### src/rtl/core/lsovt_pkg.sv
// shared types and constants of the load/store ordering violation tracker
`default_nettype none
package lsovt_pkg;

  localparam int unsigned LOAD_RING_DEPTH  = 16;
  localparam int unsigned STORE_RING_DEPTH = 16;

  localparam int unsigned ADDR_W = 64;
  localparam int unsigned SIZE_W = 16;
  localparam int unsigned SEQ_W  = 32;
  localparam int unsigned CNT_W  = 32;

  typedef enum logic [1:0] {
    CMD_LOAD    = 2'd0,
    CMD_STORE   = 2'd1,
    CMD_CHECK   = 2'd2,
    CMD_CONSUME = 2'd3
  } cmd_e;

  typedef enum logic [1:0] {
    ST_IDLE,
    ST_COMPARE,
    ST_UPDATE
  } state_e;

  // one ring entry as it moves from cell to cell
  typedef struct packed {
    logic              valid;
    logic [ADDR_W-1:0] addr;
    logic [SIZE_W-1:0] size;
  } entry_t;

  // control broadcast to every cell of a row
  typedef struct packed {
    logic shift;
    logic cmp;
  } cell_ctrl_t;

  // exclusive end of a byte range, wrapping, zero length counts as one
  function automatic logic [ADDR_W-1:0] range_end(input logic [ADDR_W-1:0] a,
                                                  input logic [SIZE_W-1:0] sz);
    logic [SIZE_W-1:0] len;
    len = (sz == '0) ? SIZE_W'(1) : sz;
    return a + ADDR_W'(len);
  endfunction

endpackage
`default_nettype wire

### src/rtl/core/lsovt_cell.sv
// one ring cell: holds an entry, shifts it on, compares it with the request
`default_nettype none
module lsovt_cell (
  input  wire logic                          clk_i,
  input  wire logic                          rst_ni,
  input  wire lsovt_pkg::cell_ctrl_t         ctrl_i,
  input  wire lsovt_pkg::entry_t             entry_i,
  input  wire logic [lsovt_pkg::ADDR_W-1:0]  req_addr_i,
  input  wire logic [lsovt_pkg::ADDR_W-1:0]  req_end_i,
  input  wire logic                          hit_i,
  output lsovt_pkg::entry_t                  entry_o,
  output logic                               hit_o
);

  logic                         valid_q;
  logic [lsovt_pkg::ADDR_W-1:0] addr_q;
  logic [lsovt_pkg::SIZE_W-1:0] size_q;
  logic                         match_q;
  logic                         match_d;
  logic [lsovt_pkg::ADDR_W-1:0] own_end;

  assign own_end = lsovt_pkg::range_end(addr_q, size_q);
  assign match_d = valid_q && (req_addr_i < own_end) && (addr_q < req_end_i);

  always_ff @(posedge clk_i or negedge rst_ni) begin
    if (!rst_ni) begin
      valid_q <= 1'b0;
      match_q <= 1'b0;
    end else begin
      if (ctrl_i.shift) begin
        valid_q <= entry_i.valid;
      end
      if (ctrl_i.cmp) begin
        match_q <= match_d;
      end
    end
  end

  always_ff @(posedge clk_i) begin
    if (ctrl_i.shift) begin
      addr_q <= entry_i.addr;
      size_q <= entry_i.size;
    end
  end

  assign entry_o.valid = valid_q;
  assign entry_o.addr  = addr_q;
  assign entry_o.size  = size_q;
  assign hit_o         = hit_i | match_q;

endmodule
`default_nettype wire

### config.mk
export PLATFORM = sky130hd
export DESIGN_NAME = lsovt_cell
export DESIGN_NICKNAME = d
export VERILOG_FILES = /design/src/rtl/core/lsovt_pkg.sv /design/src/rtl/core/lsovt_cell.sv
export SDC_FILE = /design/constraint.sdc
export NUM_CORES = 1
export LEC_CHECK = 0
export BUFFER_PORTS_ARGS = -buffer_cell sky130_fd_sc_hd__buf_2
export CAP_MARGIN = 30
export CORE_UTILIZATION = 45
export DETAILED_ROUTE_END_ITERATION = 10
export PLACE_DENSITY = 0.78
export SYNTH_ARGS = -nofsm -noshare
export SYNTH_HDL_FRONTEND = slang
export SYNTH_SLANG_ARGS = --single-unit
### constraint.sdc
create_clock -name clk_i -period 4 [get_ports clk_i]
set_input_delay 0.4 -clock clk_i [delete_from_list [all_inputs] [get_ports clk_i]]
set_output_delay 0.4 -clock clk_i [all_outputs]
set_load 0.02 [all_outputs]
Word-level counts from Yosys, hierarchy flattened
Cells that the tools add are included.
{"block": "word_totals", "ff_bits": 82, "inputBits": 214, "output_inout_bits": 82, "elab_cells": 12}
{"block": "classes", "add_sub_neg": 1, "magnitude_cmp": 2, "n_mux": 1, "n_bitwise": 1, "n_reduce_logical": 3}
{"op": "less-than comparator 64 bit", "n": 2}
{"op": "adder 64 x 16 -> 64 bit", "n": 1}
{"op": "logical NOT 16 bit", "n": 1}
{"op": "2-to-1 mux 16 bit", "n": 1}
{"op": "logical AND 1 bit", "n": 2}
{"op": "bitwise OR 1 bit", "n": 1}

Logic depth before layout (Yosys ltp)
{"block": "logic_depth", "depth_word": 6, "mapped_depth": 21, "mapped_depth_nobuf": 20}

Worst setup path before layout
OpenSTA, ideal clock, no wires.
{"block": "synth_timing", "kind": "register to register", "start": "register size_q[8] in the netlist's numbering", "end": "register match_q", "arrival_time_ns": 4.272, "slack_ns": -0.400, "stages_incl_launch_ff": 21, "period_less_slack_ns": 4.400, "cell_sequence": "edfxtp_1 nor4_1 a41o_1 ha_1 inv_1 fa_1 nand2b_1 a21oi_1 o2111ai_1 a21oi_1 a41oi_2 nor4_2 xnor2_1 ha_1 nand4_1 nor4_1 a22oi_1 a41oi_1 nor3_1 o21ai_0 a21oi_1"}
{"block": "synth_between", "elab_chain_len": 6}
{"item": "from (decl)", "line": "lsovt_cell.sv:17", "source": "logic [lsovt_pkg::SIZE_W-1:0] size_q;"}
{"item": "from (signal assigned)", "line": "lsovt_cell.sv:42", "source": "size_q <= entry_i.size;"}
{"item": "logical NOT 16 bit", "line": "lsovt_pkg.sv:43", "source": "len = (sz == '0) ? SIZE_W'(1) : sz;"}
{"item": "2-to-1 mux 16 bit (*)", "line": "lsovt_pkg.sv:43"}
{"item": "adder 64 x 16 -> 64 bit (*)", "line": "lsovt_pkg.sv:44", "source": "return a + ADDR_W'(len);"}
{"item": "less-than comparator 64 bit (*)", "line": "lsovt_cell.sv:23", "source": "assign match_d = valid_q && (req_addr_i < own_end) && (addr_q < req_end_i);"}
{"item": "logical AND 1 bit (*) (2 in a row)", "line": "lsovt_cell.sv:23"}
{"item": "to (signal assigned)", "line": "lsovt_cell.sv:34", "source": "match_q <= match_d;"}
{"item": "to (decl)", "line": "lsovt_cell.sv:18", "source": "logic match_q;"}
Mark *: on every way between the ends. The rest lies on a longest branch, timed or not.
A chain may end at the register's enable or synchronous reset.

Final worst setup path
{"block": "layout_timing", "start": "register size_q[1] in the netlist's numbering", "end": "register match_q"}
Same word-level chain as after synthesis.

==> results by group <==
Route
  – Vias/cell: 5.32
  – Final WL: between 20 and 25 mm
  – Wire length per cell: around 17 µm
  – Total iterations of the first detailed-routing run: 5
  – Residual DRC count: 0
  – ANT nets after route: 0
  – Total number of vias: 7,128
  – Initial DRC count: between 300 and 400

Timing
  – Hold Slack: 0.214 ns
  – RSZ-0062 raised after global routing: true
  – FMAX: 228 MHz
  – Worst setup margin: -0.390 ns
  – Crit share post-route: 1.10
  – Setup TNS: -0.390 ns
  – Final Critical Period: 4.39 ns
  – Slew headroom: 0.610
  – Hold Vio Cnt, Final: 0
  – Setup violations, final: 1
  – Clock Skew: 0.0102 ns
  – Worst-Margin Slew: 0.579 ns
  – Final Max Tran Viols: 0

Yosys
  – Synthesis-stage register bit count: between 80 and 90
  – Synthesized area per cell: approximately 9.6 µm²
  – Mapped Area: 0.00740 mm²
  – Register area share after synthesis: 0.331
  – Ys Warns: 0
  – Cells after Synth: 768
  – Ys async rst share: 0.0244
  – EDFF count, synth: 80
  – Cell variety after synth: 62
  – Syn Nets: 1,125
  – Top FF cell, synth: edfxtp_1

Clocking
  – Num CTS Buffers: 9
  – Sink Count: 82
  – Skew-Pair Late Insertion Delay: 0.35 ns
  – Htree depth: 3
  – CTS max path bufs: 2
  – TritonCTS clock tree: built
  – Clock Tree Root: clkbuf_16
  – Clock Pin Slew Worst Setup and Hold Paths: 0.08 ns

Critical path
  – CP startpoint kind: register
  – Reg2reg start: size_q[1]$_DFFE_PP_
  – Worst Setup SP: size_q[1]$_DFFE_PP_
  – WP data arrival: 4.62 ns
  – CP endpoint kind: register
  – Crit path kind: reg2reg
  – Crit-path max FO: 3
  – Worst EP required: 4.23 ns

Global routing
  – Largest net degree at the start of global routing: 43
  – All-Layer GR Usage: 0.258
  – First-pass GRT wire length: around 33 mm
  – Initial antenna violation count: 2
  – Congestion Overflow GR: 0
  – Vias in the first global route: between 6,000 and 7,000

Run status
  – Failing checks: setup timing
  – Run status: complete, but fails checks

Power
  – Total Power: 3030 µW
  – Power Dens Cells: 302 mW/mm²
  – Leak Pwr: 0.00481 µW
  – Peak VDD IR: around 0.21 mV

Cells and area
  – P&R area growth vs syn: 35.4%
  – Nets: 1,475
  – Share of cells above drive strength 1: 0.371
  – Non-Filler Instances: 1,341
  – Final core occ: 0.627
  – Commonest cells after routing, fill and taps aside: buf_2 (294), ha_1 (141), edfxtp_1 (80)
  – Most common cell after layout, fill and taps aside: buf_2

Die
  – Num ports: 296
  – Die height: 130 µm
  – Row count: 46
  – Initial Util: 0.463
  – Die Width: 130 µm
  – Core Area: around 0.016 mm²
  – Die area: 0.0170 mm²

Run
  – Max-cap viol count: 0

Placed design
  – Number of instances in the placed design: 1,318
  – Port Buf Inserts: ~300
  – Post-DP HPWL: 18.8 mm
  – Final GP Congestion: between 0.8 and 0.9

Worst hold path
  – HP Class: in2reg
  – Hold path start: entry_i[61]
[metal layers]
layer / up-vias / share of wire / track usage / routed length [µm]
li1: 3554 / - / - / -
met1: 3279 / 0.42 / 0.310 / 9380
met2: 257 / 0.49 / 0.453 / 11000
met3: 38 / 0.067 / 0.0554 / 1490
met4: 0 / 0.022 / 0.0958 / 490
met5: - / 0 / 0 / 0
[sequential cells by signal (all words and copies together) (netlist names)]
signal and count:
addr_q 64, match_q 1, size_q 16, valid_q 1
[final cells by class]
class                           count  area (µm²)
Tap cell                          216         270
Timing Repair Buffer              361        1990
Fill cell                        1365        5970
Inverter                           74         278
Sequential cell                    82        2450
Clock buffer                        9         225
Multi-Input combinational cell    590        4740
Antenna cell                        2        5.00
Clock inverter                      7        61.3
[synth_stat cells (9+ instances only)]
master	instances	area share
nand2_1	59	0.030
nand4_1	41	0.035
xnor2_1	25	0.030
and3_1	17	0.014
nor3_1	12	0.0081
clkbuf_1	20	0.010
xor2_1	35	0.041
edfxtp_1	80	0.32
a21o_1	12	0.012
nor2_1	33	0.017
nand2b_1	9	0.0076
ha_1	142	0.24
nand3_1	19	0.013
a21oi_1	62	0.042
inv_1	74	0.038
o21ai_0	28	0.019
[repair_timing]
| action | 4_1_cts | 5_1_grt |
|---|---|---|
| buffers inserted | 3 | 1 |
| endpoints found under the setup margin | 1 | 1 |
| resized for setup | 12 | 8 |
| gates cloned | 0 | 0 |
| hold buffers | 1 | 0 |
| pin swaps | 9 | 15 |
| hold endpoints to repair | 2 | 0 |
[report_power, final]
group | total (µW) | switching, µW | leakage [µW] | internal (µW)
Sequential | 1110 | 89.9 | 0.000808 | 1020
Combinational | 1090 | 589 | 0.00386 | 496
Clock | 830 | 395 | 0.000140 | 435
Total | 3030 | 1070 | 0.00481 | 1950
[cell families (layout without fill, tap and decap cells)]
group | after synthesis | in the layout | synth area share
AO/OA/AOI/OAI | 150 | 150 | 0.127
XOR/XNOR | 60 | 60 | 0.0710
adder cells (fa/ha/maj) | 143 | 143 | 0.243
buffers and inverters | 96 | 451 | 0.0493
flip-flops | 82 | 82 | 0.331
multiplexers | 1 | 1 | 0.00152
other | 0 | 2 | 0
AND/OR/NAND/NOR | 236 | 236 | 0.178
[critical path, stage by stage, from the launching register on]
cell       delay (ns)
edfxtp_1         0.45
nor4_4           0.34
a41o_1           0.25
ha_2             0.20
inv_2            0.04
fa_2             0.33
nand2b_4         0.16
a21oi_4          0.15
o2111ai_4        0.16
a21oi_4          0.21
o31a_1           0.23
buf_4            0.14
nand3_2          0.06
xor2_1           0.16
ha_1             0.32
nand4_1          0.13
nor4_2           0.34
a22oi_1          0.15
a41oi_2          0.26
nor3_2           0.06
o21ai_1          0.07
a21oi_1          0.05
[per-stage QoR]
stage	setup WS [ns]	cell area (µm²)
after floorplan	0.00706	7460
after global placement	-0.369	9560
after detailed placement	-0.575	9580
after CTS	-0.429	9970
after global routing	-0.704	10000
final	-0.390	10000
[worst paths after layout]
path                                        end  slack, ns  cells past startpoint
setup / recovery            match_q$_DFFE_PN0P_      -0.39                     21
hold / removal             addr_q[45]$_DFFE_PP_       0.21                      1
setup reg to reg            match_q$_DFFE_PN0P_      -0.39                     21
hold reg to reg             valid_q$_DFFE_PN0P_       0.54                      1
max in group asynchronous   valid_q$_DFFE_PN0P_       3.49                      2
min in group asynchronous   match_q$_DFFE_PN0P_       0.38                      2
Note: power is estimated with default switching activity, not from simulation.
